File: src/sv/stft_pkg.sv
`timescale 1ns / 1ps
// ----------------------------------------------------------------------------
// stft_pkg - shared types and constants of the STFT frame engine
// Request layouts, front/back link structs, sequencer states, twiddle ROM.
// ----------------------------------------------------------------------------
package stft_pkg;

  localparam int FRAME_LEN    = 20;
  localparam int NUM_BINS     = 11;
  localparam int SAMPLE_WIDTH = 16;
  localparam int HOP_RESET    = 5;
  localparam int ACC_W        = 52;
  localparam int RES_W        = 36;

  localparam logic KIND_WINDOW = 1'b0;
  localparam logic KIND_SAMPLE = 1'b1;

  typedef struct packed {
    logic               kind;
    logic [4:0]         window_index;
    logic signed [15:0] value;
    logic               first;
  } in_item_t;

  typedef struct packed {
    logic [15:0]              frame_number;
    logic [3:0]               bin_index;
    logic signed [RES_W-1:0]  real_part;
    logic signed [RES_W-1:0]  imag_part;
    logic                     last;
  } out_item_t;

  // Tap read from the back end into the front end's stores
  typedef struct packed {
    logic [4:0] idx;
  } rd_req_t;

  typedef struct packed {
    logic signed [15:0] x;
    logic signed [15:0] w;
  } rd_rsp_t;

  typedef struct packed {
    logic [15:0] frame_number;
  } job_t;

  typedef enum logic [1:0] {
    BK_IDLE,
    BK_ISSUE,
    BK_DRAIN
  } bk_state_t;

  // cos(2*pi*p/20) in Q1.15, rounded half away from zero and clamped
  function automatic logic signed [15:0] tw_cos(input logic [4:0] p);
    logic signed [15:0] v;
    case (p)
      5'd0:    v = 16'sd32767;
      5'd1:    v = 16'sd31164;
      5'd2:    v = 16'sd26510;
      5'd3:    v = 16'sd19261;
      5'd4:    v = 16'sd10126;
      5'd5:    v = 16'sd0;
      5'd6:    v = -16'sd10126;
      5'd7:    v = -16'sd19261;
      5'd8:    v = -16'sd26510;
      5'd9:    v = -16'sd31164;
      5'd10:   v = -16'sd32768;
      5'd11:   v = -16'sd31164;
      5'd12:   v = -16'sd26510;
      5'd13:   v = -16'sd19261;
      5'd14:   v = -16'sd10126;
      5'd15:   v = 16'sd0;
      5'd16:   v = 16'sd10126;
      5'd17:   v = 16'sd19261;
      5'd18:   v = 16'sd26510;
      5'd19:   v = 16'sd31164;
      default: v = 16'sd0;
    endcase
    return v;
  endfunction

  // -sin(2*pi*p/20) in Q1.15
  function automatic logic signed [15:0] tw_nsin(input logic [4:0] p);
    logic signed [15:0] v;
    case (p)
      5'd0:    v = 16'sd0;
      5'd1:    v = -16'sd10126;
      5'd2:    v = -16'sd19261;
      5'd3:    v = -16'sd26510;
      5'd4:    v = -16'sd31164;
      5'd5:    v = -16'sd32768;
      5'd6:    v = -16'sd31164;
      5'd7:    v = -16'sd26510;
      5'd8:    v = -16'sd19261;
      5'd9:    v = -16'sd10126;
      5'd10:   v = 16'sd0;
      5'd11:   v = 16'sd10126;
      5'd12:   v = 16'sd19261;
      5'd13:   v = 16'sd26510;
      5'd14:   v = 16'sd31164;
      5'd15:   v = 16'sd32767;
      5'd16:   v = 16'sd31164;
      5'd17:   v = 16'sd26510;
      5'd18:   v = 16'sd19261;
      5'd19:   v = 16'sd10126;
      default: v = 16'sd0;
    endcase
    return v;
  endfunction

endpackage

File: src/sv/stft_jobq.sv
`timescale 1ns / 1ps
// ----------------------------------------------------------------------------
// stft_jobq - two-entry job queue between front and back end
// Holds frame numbers of finished frames until the back end takes them.
// ----------------------------------------------------------------------------
module stft_jobq (
  input  logic           clk,
  input  logic           rst_n,
  input  logic           push,
  input  stft_pkg::job_t push_data,
  input  logic           pop,
  output logic           not_empty,
  output stft_pkg::job_t head
);

  stft_pkg::job_t ent_r [2];
  logic       wp_r, rp_r;
  logic [1:0] cnt_r;

  assign not_empty = (cnt_r != 2'd0);
  assign head      = ent_r[rp_r];

  always_ff @(posedge clk) begin
    if (push && cnt_r != 2'd2) ent_r[wp_r] <= push_data;
  end

  always_ff @(posedge clk) begin
    if (!rst_n) begin
      wp_r  <= 1'b0;
      rp_r  <= 1'b0;
      cnt_r <= 2'd0;
    end else begin
      if (push && cnt_r != 2'd2) wp_r <= ~wp_r;
      if (pop && not_empty) rp_r <= ~rp_r;
      cnt_r <= cnt_r + 2'(push && cnt_r != 2'd2) - 2'(pop && not_empty);
    end
  end

endmodule

File: config.mk
export PLATFORM = sky130hd
export DESIGN_NAME = stft_jobq
export DESIGN_NICKNAME = d
export VERILOG_FILES = /design/src/sv/stft_pkg.sv /design/src/sv/stft_jobq.sv
export SDC_FILE = /design/constraint.sdc
export NUM_CORES = 1
export LEC_CHECK = 0
export BUFFER_PORTS_ARGS = -buffer_cell sky130_fd_sc_hd__buf_2
export CAP_MARGIN = 15
export CORE_MARGIN = 5
export CORE_UTILIZATION = 30
export CTS_CLUSTER_DIAMETER = 30
export DETAILED_ROUTE_END_ITERATION = 6
export MAX_ROUTING_LAYER = met4
export PLACE_DENSITY = 0.61
export RECOVER_POWER = 50
export SLEW_MARGIN = 30
export SYNTH_ARGS = -nofsm -noshare
export SYNTH_HDL_FRONTEND = slang
export SYNTH_SLANG_ARGS = --single-unit
File: constraint.sdc
create_clock -name clk -period 2.7 [get_ports clk]
set_input_delay 0.54 -clock clk [delete_from_list [all_inputs] [get_ports clk]]
set_output_delay 0.54 -clock clk [all_outputs]
set_load 0.01 [all_outputs]
==> key figures <==
Route
  • Vias/cell: 4.054
  • Iteration-0 DRC Markers: 29
  • Final wirelength: 2448 um
  • DR WL/cell: 13.16 um
  • Vias post-DR: 754
  • Routed Antenna Nets: 0
  • TritonRoute pass-1 iters: 4
  • Final routed DRC violation total: 0

Finish
  • Final non-filler cell area: 0.001770 mm2
  • Syn-to-layout area delta: 21.88%
  • Share of post-route cells with drive strength above 1: 0.4286
  • Fill count: 472
  • Most frequent cells in the layout: 32 x edfxtp_1, 26 x buf_2, 13 x clkbuf_1
  • Fin nets: 141
  • Commonest non-fill, non-tap cell in the layout: edfxtp_1
  • Antenna Cells: 0

GRT
  • Initial antenna violation count: 0
  • Largest net degree at the start of global routing: 17
  • Gr usage total: 0.08455
  • Global-route wire length before repair: 3822 um
  • Grt total ovfl: 0
  • Vias in the first global route: 833

Power
  • Power per cell area: 880.4 mW/mm2
  • Worst IR Drop VDD: 0.3032 mV
  • Lkg Pwr: 0.6608 nW

Floorplan
  • Die height: 79.59 um
  • Die ar.: 0.006334 mm2
  • Die X: 79.59 um
  • # rows: 25
  • Initial core utilization: 0.3075
  • Core area: 0.004723 mm2
  • # IOs: 37

Synthesis
  • Sequential share of the synthesized area: 0.7304
  • Syn. warnings: 0
  • Syn Area/Cell: 19.37 um2
  • Synthesized instance count: 75
  • Mapped Nets: 97
  • Mapped Area: 0.001453 mm2
  • Synth cell types: 17
  • #FFs+latches synth: 37

Worst setup path
  • Worst setup SP type: flop
  • Worst R2R Start: cnt_r[1]
  • Worst path required time: 2160 ps
  • CP max FO: 10
  • CP arrival: 1580 ps
  • Critical path class: flop to primary output
  • Crit end category: primary output

Timing
  • Final Cycle Share: 0.7838
  • Max Slew Vio Count: 0
  • Endpoints failing setup: 0
  • Sum Neg Setup Slack: 0 ps
  • Slew headroom: 0.3731
  • Period minus WS final: 2116 ps
  • Worst Tran Pin Value: 940.4 ps
  • Hold Slack: 449.4 ps
  • Clock Skew: 3.724 ps
  • Fmax achieved: 472.5 MHz
  • Final Hold Viols: 0
  • RSZ-0062 raised after global routing: no

Clock network
  • Clk pin slew, worst setup/hold paths: 70 ps
  • CTS Sinks: 37
  • H-tree depth: 2
  • Skew-Pair Late Insertion Delay: 280 ps
  • Num CTS Buffers: 5
  • Clk buf depth: 2
  • CTS Hold Bufs: 0
  • CTS root buf: clkbuf_8
  • Setup Buffers After CTS: 0
  • Post-cts sizing count: 0
  • TritonCTS clock tree: yes

Placement
  • Cell Area, Placed: 0.001725 mm2
  • Post-detail-place hpwl: 1769 um
  • PortBufs: 36
  • Final GP Congestion: 0.6008

Flow run
  • Max-cap viol count: 0

Hold path
  • Type of the most critical hold path: input port to flop
  • Hold path start: push_data[6]

Status
  • Outcome: finished, final reports clean
-- cell usage after synthesis --
cell	count	share of area
edfxtp_1	32	0.66
mux2_2	6	0.047
mux2_4	10	0.10
and2_1	2	0.0086
nand2_1	2	0.0052
nor2_1	2	0.0052
o21ai_4	1	0.011
buf_12	1	0.014
nor2b_1	2	0.0086
o21a_1	1	0.0052
mux2i_1	1	0.0069
inv_1	3	0.0078
xnor2_1	3	0.018
dfxtp_1	5	0.069
buf_6	1	0.0078
or2_2	1	0.0043
ha_1	2	0.017
-- area by class of cell --
| cell class | count | area [um2] | area share |
|---|---|---|---|
| clock buffers | 6 | 72.57 | 0.04099 |
| repair buffers | 39 | 195.2 | 0.1102 |
| well taps | 67 | 83.83 | 0.04735 |
| flip-flops and latches | 37 | 1061 | 0.5993 |
| clock inverters | 1 | 3.754 | 0.002120 |
| inverters | 3 | 11.26 | 0.006360 |
| multi-input cells | 33 | 342.8 | 0.1936 |
-- final timing paths --
path            endpoint  slack, ps  depth (start not counted)
max reg2reg     cnt_r[1]        680                          8
max              head[0]        580                          3
min reg2reg         wp_r        510                          2
min          ent_r[1][6]        450                          1
-- logic make-up (layout without fill, tap and decap cells) --
logic type	after synthesis	in the layout	share of synthesized area
multiplexers	17	17	0.1568
buffers and inverters	5	49	0.02928
AND/OR/NAND/NOR	9	9	0.03187
flip-flops	37	37	0.7304
XOR/XNOR	3	3	0.01809
AO/OA/AOI/OAI	2	2	0.01637
adder cells (fa/ha/maj)	2	2	0.01722
-- layer usage --
metal  up-vias  global-route usage  wire length (um)
li1        361                   -                 -
met1       361             0.07908               919
met2        26              0.1461              1274
met3         6             0.04515               218
met4         0             0.03093                36
met5         -                   -                 0
-- power by group --
group	internal, mW	switching [mW]	total (mW)	leakage, nW
sequential	0.725	0.0513	0.776	0.340
combinational	0.239	0.200	0.439	0.282
clock	0.174	0.170	0.343	0.0387
-- sequential cells by signal (all words and copies together) (netlist names), named ones only --
register	cells
rp_r	1
wp_r	1
ent_r	32
cnt_r	2
-- critical path, cell delays in order (launching register included) --
cell and delay [ps]:
dfxtp_1 620, buf_12 200, mux2_2 330, buf_2 140
-- stage by stage --
stage	setup WS, ps	power [mW]	util	instances
final	583.7	1.559	0.3748	186
after global routing	467.8	1.656	0.3748	186
after CTS	537.1	1.607	0.3815	186
after detailed placement	856.0	1.257	0.3653	179
after global placement	890.1	1.234	0.3653	179
after floorplan	1014	1.107	-	75
No activity file was read; power rests on OpenSTA's default activity.
