### src/sv/stft_pkg.sv
`timescale 1ns / 1ps
// ----------------------------------------------------------------------------
// stft_pkg - shared types and constants of the STFT frame engine
// Request layouts, front/back link structs, sequencer states, twiddle ROM.
// ----------------------------------------------------------------------------
package stft_pkg;

  localparam int FRAME_LEN    = 20;
  localparam int NUM_BINS     = 11;
  localparam int SAMPLE_WIDTH = 16;
  localparam int HOP_RESET    = 5;
  localparam int ACC_W        = 52;
  localparam int RES_W        = 36;

  localparam logic KIND_WINDOW = 1'b0;
  localparam logic KIND_SAMPLE = 1'b1;

  typedef struct packed {
    logic               kind;
    logic [4:0]         window_index;
    logic signed [15:0] value;
    logic               first;
  } in_item_t;

  typedef struct packed {
    logic [15:0]              frame_number;
    logic [3:0]               bin_index;
    logic signed [RES_W-1:0]  real_part;
    logic signed [RES_W-1:0]  imag_part;
    logic                     last;
  } out_item_t;

  // Tap read from the back end into the front end's stores
  typedef struct packed {
    logic [4:0] idx;
  } rd_req_t;

  typedef struct packed {
    logic signed [15:0] x;
    logic signed [15:0] w;
  } rd_rsp_t;

  typedef struct packed {
    logic [15:0] frame_number;
  } job_t;

  typedef enum logic [1:0] {
    BK_IDLE,
    BK_ISSUE,
    BK_DRAIN
  } bk_state_t;

  // cos(2*pi*p/20) in Q1.15, rounded half away from zero and clamped
  function automatic logic signed [15:0] tw_cos(input logic [4:0] p);
    logic signed [15:0] v;
    case (p)
      5'd0:    v = 16'sd32767;
      5'd1:    v = 16'sd31164;
      5'd2:    v = 16'sd26510;
      5'd3:    v = 16'sd19261;
      5'd4:    v = 16'sd10126;
      5'd5:    v = 16'sd0;
      5'd6:    v = -16'sd10126;
      5'd7:    v = -16'sd19261;
      5'd8:    v = -16'sd26510;
      5'd9:    v = -16'sd31164;
      5'd10:   v = -16'sd32768;
      5'd11:   v = -16'sd31164;
      5'd12:   v = -16'sd26510;
      5'd13:   v = -16'sd19261;
      5'd14:   v = -16'sd10126;
      5'd15:   v = 16'sd0;
      5'd16:   v = 16'sd10126;
      5'd17:   v = 16'sd19261;
      5'd18:   v = 16'sd26510;
      5'd19:   v = 16'sd31164;
      default: v = 16'sd0;
    endcase
    return v;
  endfunction

  // -sin(2*pi*p/20) in Q1.15
  function automatic logic signed [15:0] tw_nsin(input logic [4:0] p);
    logic signed [15:0] v;
    case (p)
      5'd0:    v = 16'sd0;
      5'd1:    v = -16'sd10126;
      5'd2:    v = -16'sd19261;
      5'd3:    v = -16'sd26510;
      5'd4:    v = -16'sd31164;
      5'd5:    v = -16'sd32768;
      5'd6:    v = -16'sd31164;
      5'd7:    v = -16'sd26510;
      5'd8:    v = -16'sd19261;
      5'd9:    v = -16'sd10126;
      5'd10:   v = 16'sd0;
      5'd11:   v = 16'sd10126;
      5'd12:   v = 16'sd19261;
      5'd13:   v = 16'sd26510;
      5'd14:   v = 16'sd31164;
      5'd15:   v = 16'sd32767;
      5'd16:   v = 16'sd31164;
      5'd17:   v = 16'sd26510;
      5'd18:   v = 16'sd19261;
      5'd19:   v = 16'sd10126;
      default: v = 16'sd0;
    endcase
    return v;
  endfunction

endpackage

### src/sv/stft_back.sv
`timescale 1ns / 1ps
// ----------------------------------------------------------------------------
// stft_back - DFT sequencer and multiply-accumulate pipeline
// Walks bins and taps, accumulates x*w*twiddle, rounds and saturates.
// ----------------------------------------------------------------------------
module stft_back (
  input  logic                clk,
  input  logic                rst_n,
  input  logic                job_avail,
  input  stft_pkg::job_t      job,
  output logic                job_pop,
  output logic                busy,
  output stft_pkg::rd_req_t   rd_req,
  input  stft_pkg::rd_rsp_t   rd_rsp,
  output logic                out_valid,
  input  logic                out_stall,
  output stft_pkg::out_item_t out_data
);

  localparam int AW = stft_pkg::ACC_W;
  localparam int RW = stft_pkg::RES_W;

  stft_pkg::bk_state_t st_r, st_nxt;
  logic [4:0]  k_r, k_nxt;
  logic [4:0]  p_r, p_nxt;
  logic [3:0]  b_r, b_nxt;
  logic [15:0] fn_r, fn_nxt;
  logic        issue;
  logic [5:0]  p_sum;

  // pipeline registers
  logic               v1_r, v2_r, v3_r;
  logic signed [15:0] x1_r, w1_r, tre1_r, tim1_r, tre2_r, tim2_r;
  logic signed [31:0] xw2_r;
  logic signed [47:0] pre3_r, pim3_r;
  logic signed [AW-1:0] acc_re_r, acc_im_r;
  logic               acc_clr;

  // result formatting
  logic signed [AW:0]   rnd_re, rnd_im;
  logic signed [AW-15:0] sh_re, sh_im;
  logic signed [RW-1:0] sat_re, sat_im;
  logic                 pipe_empty, load_out;
  logic                 out_valid_r;
  stft_pkg::out_item_t  out_data_r;

  assign busy      = (st_r != stft_pkg::BK_IDLE);
  assign rd_req.idx = k_r;
  assign pipe_empty = !v1_r && !v2_r && !v3_r;
  assign p_sum     = {1'b0, p_r} + {2'b00, b_r};

  // sequencer
  always_comb begin
    st_nxt   = st_r;
    k_nxt    = k_r;
    p_nxt    = p_r;
    b_nxt    = b_r;
    fn_nxt   = fn_r;
    issue    = 1'b0;
    job_pop  = 1'b0;
    acc_clr  = 1'b0;
    load_out = 1'b0;
    case (st_r)
      stft_pkg::BK_IDLE: begin
        if (job_avail) begin
          job_pop = 1'b1;
          fn_nxt  = job.frame_number;
          b_nxt   = '0;
          k_nxt   = '0;
          p_nxt   = '0;
          acc_clr = 1'b1;
          st_nxt  = stft_pkg::BK_ISSUE;
        end
      end
      stft_pkg::BK_ISSUE: begin
        issue = 1'b1;
        if (k_r == 5'(stft_pkg::FRAME_LEN - 1)) begin
          st_nxt = stft_pkg::BK_DRAIN;
        end else begin
          k_nxt = k_r + 5'd1;
          p_nxt = (p_sum >= 6'(stft_pkg::FRAME_LEN)) ?
                  5'(p_sum - 6'(stft_pkg::FRAME_LEN)) : p_sum[4:0];
        end
      end
      stft_pkg::BK_DRAIN: begin
        if (pipe_empty && (!out_valid_r || !out_stall)) begin
          load_out = 1'b1;
          acc_clr  = 1'b1;
          k_nxt    = '0;
          p_nxt    = '0;
          if (b_r == 4'(stft_pkg::NUM_BINS - 1)) begin
            st_nxt = stft_pkg::BK_IDLE;
          end else begin
            b_nxt  = b_r + 4'd1;
            st_nxt = stft_pkg::BK_ISSUE;
          end
        end
      end
      default: st_nxt = stft_pkg::BK_IDLE;
    endcase
  end

  always_ff @(posedge clk) begin
    if (!rst_n) begin
      st_r <= stft_pkg::BK_IDLE;
      v1_r <= 1'b0;
      v2_r <= 1'b0;
      v3_r <= 1'b0;
    end else begin
      st_r <= st_nxt;
      v1_r <= issue;
      v2_r <= v1_r;
      v3_r <= v2_r;
    end
  end

  always_ff @(posedge clk) begin
    k_r  <= k_nxt;
    p_r  <= p_nxt;
    b_r  <= b_nxt;
    fn_r <= fn_nxt;
    // tap fetch and twiddle lookup
    x1_r   <= rd_rsp.x;
    w1_r   <= rd_rsp.w;
    tre1_r <= stft_pkg::tw_cos(p_r);
    tim1_r <= stft_pkg::tw_nsin(p_r);
    // sample times window
    xw2_r  <= x1_r * w1_r;
    tre2_r <= tre1_r;
    tim2_r <= tim1_r;
    // times twiddle
    pre3_r <= xw2_r * tre2_r;
    pim3_r <= xw2_r * tim2_r;
    // accumulate
    if (acc_clr) begin
      acc_re_r <= '0;
      acc_im_r <= '0;
    end else if (v3_r) begin
      acc_re_r <= acc_re_r + AW'(pre3_r);
      acc_im_r <= acc_im_r + AW'(pim3_r);
    end
  end

  // round half up by 2^-15, then saturate to the result width
  always_comb begin
    rnd_re = (AW+1)'(acc_re_r) + (AW+1)'(1 << (stft_pkg::SAMPLE_WIDTH - 2));
    rnd_im = (AW+1)'(acc_im_r) + (AW+1)'(1 << (stft_pkg::SAMPLE_WIDTH - 2));
    sh_re  = rnd_re[AW:stft_pkg::SAMPLE_WIDTH-1];
    sh_im  = rnd_im[AW:stft_pkg::SAMPLE_WIDTH-1];
    if (sh_re > (AW-14)'(36'sh7FFFFFFFF))      sat_re = {1'b0, {(RW-1){1'b1}}};
    else if (sh_re < (AW-14)'(36'sh800000000)) sat_re = {1'b1, {(RW-1){1'b0}}};
    else                                       sat_re = sh_re[RW-1:0];
    if (sh_im > (AW-14)'(36'sh7FFFFFFFF))      sat_im = {1'b0, {(RW-1){1'b1}}};
    else if (sh_im < (AW-14)'(36'sh800000000)) sat_im = {1'b1, {(RW-1){1'b0}}};
    else                                       sat_im = sh_im[RW-1:0];
  end

  // output register
  always_ff @(posedge clk) begin
    if (!rst_n) begin
      out_valid_r <= 1'b0;
    end else if (load_out) begin
      out_valid_r <= 1'b1;
    end else if (!out_stall) begin
      out_valid_r <= 1'b0;
    end
  end

  always_ff @(posedge clk) begin
    if (load_out) begin
      out_data_r.frame_number <= fn_r;
      out_data_r.bin_index    <= b_r;
      out_data_r.real_part    <= sat_re;
      out_data_r.imag_part    <= sat_im;
      out_data_r.last         <= (b_r == 4'(stft_pkg::NUM_BINS - 1));
    end
  end

  assign out_valid = out_valid_r;
  assign out_data  = out_data_r;

endmodule

### config.mk
export PLATFORM = sky130hd
export DESIGN_NAME = stft_back
export DESIGN_NICKNAME = d
export VERILOG_FILES = /design/src/sv/stft_pkg.sv /design/src/sv/stft_back.sv
export SDC_FILE = /design/constraint.sdc
export NUM_CORES = 2
export LEC_CHECK = 0
export ABC_CLOCK_PERIOD_IN_PS = 8400
export BUFFER_PORTS_ARGS = -buffer_cell sky130_fd_sc_hd__buf_4
export CORE_MARGIN = 1
export CORE_UTILIZATION = 60
export CTS_BUF_LIST = sky130_fd_sc_hd__clkbuf_4 sky130_fd_sc_hd__clkbuf_8
export DETAILED_ROUTE_END_ITERATION = 8
export HOLD_SLACK_MARGIN = 0.15
export PLACE_DENSITY = 0.79
export SLEW_MARGIN = 20
export SYNTH_ARGS = -nofsm -noshare
export SYNTH_HDL_FRONTEND = slang
export SYNTH_SLANG_ARGS = --single-unit
### constraint.sdc
create_clock -name clk -period 8.4 [get_ports clk]
set_input_delay 2.52 -clock clk [delete_from_list [all_inputs] [get_ports clk]]
set_output_delay 2.52 -clock clk [all_outputs]
set_load 0.03 [all_outputs]
==> flow_summary.json <==
{
  "cts_tree": "done",
  "path_class": "register to register",
  "crit_required_ns": 9.03,
  "multi_input_area_um2": 47000,
  "max_cap_violations": 0,
  "placementRows": 119,
  "rrSetupSlack_ns": 0.68,
  "portBuffers": 152,
  "relSlewSlack_pct": 26.1,
  "routed_wl_um": 157000,
  "synth.area.top_cells": "fa_1 39%, dfxtp_1 10%, inv_1 8.8%",
  "fp.coreArea_um2": 105000,
  "synth.largest_area_cell": "fa_1",
  "synthCells": 6855,
  "synth_seq_area_share_pct": 15.8,
  "grt_pass1_wl_um": 259000,
  "finalSetupViolations": 0,
  "arrival_ns": 8.35,
  "numClockSinks": 441,
  "critPathLaunchType": "register",
  "dp_hpwl_um": 129000,
  "ys_dominant_reg_cell": "dfxtp_1",
  "fill_cells": 8557,
  "grt_setup_unrepaired": "false",
  "gp_congestion": 0.993,
  "syn-num-nets": 8572,
  "grt_overflow": 0,
  "path_common_cell": "fa_1",
  "synth-edff-count": 123,
  "start_util_pct": 60.5,
  "synth_warnings": 0,
  "fin_crit_ns": 7.72,
  "avgSynthCellArea_um2": 9.27,
  "root_buffer": "clkbuf_8",
  "dieArea_um2": 107000,
  "crit_path_max_incr_delay_ns": 0.98,
  "seq_area_um2": 10100,
  "netlist.area_leader.share_pct": 38.8,
  "cp_max_fo": 24,
  "wire_per_inst_um": 18.7,
  "area_growth_pct": 7.14,
  "cts_max_level": 3,
  "finalHoldViolCount": 0,
  "synth_area_um2": 63500,
  "drive_gt1_share_pct": 6.24,
  "grt.total_usage_pct": 30.6,
  "drtIter0Drc": 3800,
  "synthArstFlopShare_pct": 0,
  "hold_path.class": "register to register",
  "drt_first_pass_iters": 6,
  "outcome": "finished clean",
  "cp_cell_sequence": "nand2_1, fa_1, fa_1, fa_1, inv_1, fa_1, fa_1, inv_1, fa_1, inv_1, ha_1, and4_1, or4_1, o221a_2, a211oi_1, o21ai_1, a31o_2, a21oi_1, o21ai_1, a21oi_1, xnor2_1",
  "clkLatencyLatePin_ns": 0.78,
  "vias": 46701,
  "cts_made_buffers": 81,
  "slowest_stage": "dfxtp_1",
  "die_h_um": 327,
  "io_pins": 153,
  "die_w_um": 327,
  "viasPerCell": 5.57,
  "clk_path_buf_depth": 3,
  "hold_buffers": 0,
  "fin_skew_ns": 0.0493,
  "path_clk_slew_ns": 0.07,
  "whs_ns": 0.327,
  "fin_tns_setup_ns": 0,
  "worst_pin_slew_ns": 1.11,
  "antenna_found_initial": 4,
  "drcViolationCount": 0,
  "cts_setup_buffers": 0,
  "maxSlewViolCount": 0,
  "fmax_mhz": 130,
  "yosysUniqueCellTypes": 93,
  "ys_seq_elements": 441,
  "grt_pass1_vias": 49836,
  "grt_max_degree": 72,
  "final.period_utilization_pct": 91.9,
  "fin_nets": 8642,
  "worstSetupEndpointType": "register",
  "cts-resized-gates": 0,
  "antenna_left": 0
}
critical path, delay by kind of cell (launching register included):
| kind | cells | cell delay [ns] |
|---|---|---|
| xor gates and xnor gates | 1 | 0.22 |
| buffers and inverters | 3 | 0.15 |
| DFF | 1 | 0.98 |
| and+or+nand+nor | 3 | 1.11 |
| AOI/OAI and AO/OA | 7 | 1.76 |
| adders and majority gates | 7 | 3.36 |
sequential cells by signal, summed over array words and instances (netlist names):
register and flops:
st_r 2, pim3_r 48, acc_re_r 52, tim2_r 12
xw2_r 32, w1_r 16, p_r 5, x1_r 16
out_valid 1, b_r 4, rd_req 5, v3_r 1
out_data 93, tre1_r 12, tim1_r 12, v1_r 1
fn_r 16, v2_r 1, tre2_r 12, acc_im_r 52
pre3_r 48
cells in the final DEF (no fill, tap or decap), types with 30 or more instances in the layout:
cell / instances
a211oi_1: 30
a21o_1: 120
a21oi_1: 270
a31oi_1: 34
and2_1: 325
and3_1: 37
buf_4: 237
clkbuf_8: 95
dfxtp_1: 316
edfxtp_1: 123
fa_1: 1231
ha_1: 434
inv_1: 1483
mux2i_1: 46
nand2_1: 830
nand2b_1: 51
nand3_1: 85
nand4_1: 40
nor2_1: 296
nor2b_1: 39
nor3_1: 41
o21ai_0: 231
xnor2_1: 182
xor2_1: 120
Yosys cell counts (30+ instances only):
cell type / n
a211oi_1: 30
a21o_1: 120
a21oi_1: 271
a31oi_1: 34
and2_1: 325
and3_1: 37
clkbuf_1: 229
dfxtp_1: 318
edfxtp_1: 123
fa_1: 1231
ha_1: 434
inv_1: 1483
mux2i_1: 46
nand2_1: 830
nand2b_1: 51
nand3_1: 85
nand4_1: 40
nor2_1: 299
nor2b_1: 39
nor3_1: 41
o21ai_0: 231
xnor2_1: 182
xor2_1: 120
layout make-up:
cell class / count / area share, %
diodes: 1 / 0.00368
clock inverters: 33 / 0.621
multi-input cells: 4676 / 69.0
inverters: 1486 / 8.19
clock buffers: 117 / 2.16
repair buffers: 239 / 2.66
flip-flops and latches: 441 / 14.8
well taps: 1391 / 2.56
cells by family (layout without fill, tap and decap cells):
family / after synthesis / count (layout) / share of synthesized area [%]
AND/OR/NAND/NOR: 1801 / 1801 / 13.1
buffers and inverters: 1738 / 1875 / 10.3
adder cells (fa/ha/maj): 1665 / 1665 / 47.3
AO/OA/AOI/OAI: 861 / 861 / 8.49
flip-flops: 441 / 441 / 15.8
XOR/XNOR: 302 / 302 / 4.16
multiplexers: 47 / 47 / 0.760
other: 0 / 1 / 0
worst paths after layout:
| kind | endpoint | from | cells past startpoint |
|---|---|---|---|
| max reg2reg | pim3_r[47]$_DFF_P_ | xw2_r[7]$_DFF_P_ | 21 |
| min | tim2_r[1]$_DFF_P_ | tim1_r[1]$_DFF_P_ | 0 |
| min reg2reg | tim2_r[1]$_DFF_P_ | tim1_r[1]$_DFF_P_ | 0 |
| max | pim3_r[47]$_DFF_P_ | xw2_r[7]$_DFF_P_ | 21 |
layer usage:
layer | vias to the layer above | GRT usage (%) | wire length [µm]
met5 | - | 0 | 7
met4 | 2 | 10.3 | 5380
met3 | 394 | 6.05 | 14400
met2 | 1952 | 50.0 | 73000
met1 | 23164 | 40.8 | 63800
li1 | 21189 | - | -
through the flow:
stage / instance area [µm²] / std cells / utilization (%) / worst slack [ns]
5_1_grt: 68100 / 8384 / 64.8 / 0.299
6_report: 68100 / 8384 / 64.8 / 0.681
4_1_cts: 68100 / 8382 / 64.7 / 0.772
3_5_place_dp: 66200 / 8232 / 62.9 / 0.778
2_1_floorplan: 63600 / 6855 / - / 1.41
3_3_place_gp: 66200 / 8232 / 62.9 / 0.918
Power is not shown: default switching activity piles up to over one toggle a cycle in this logic, so the estimate is an artifact.
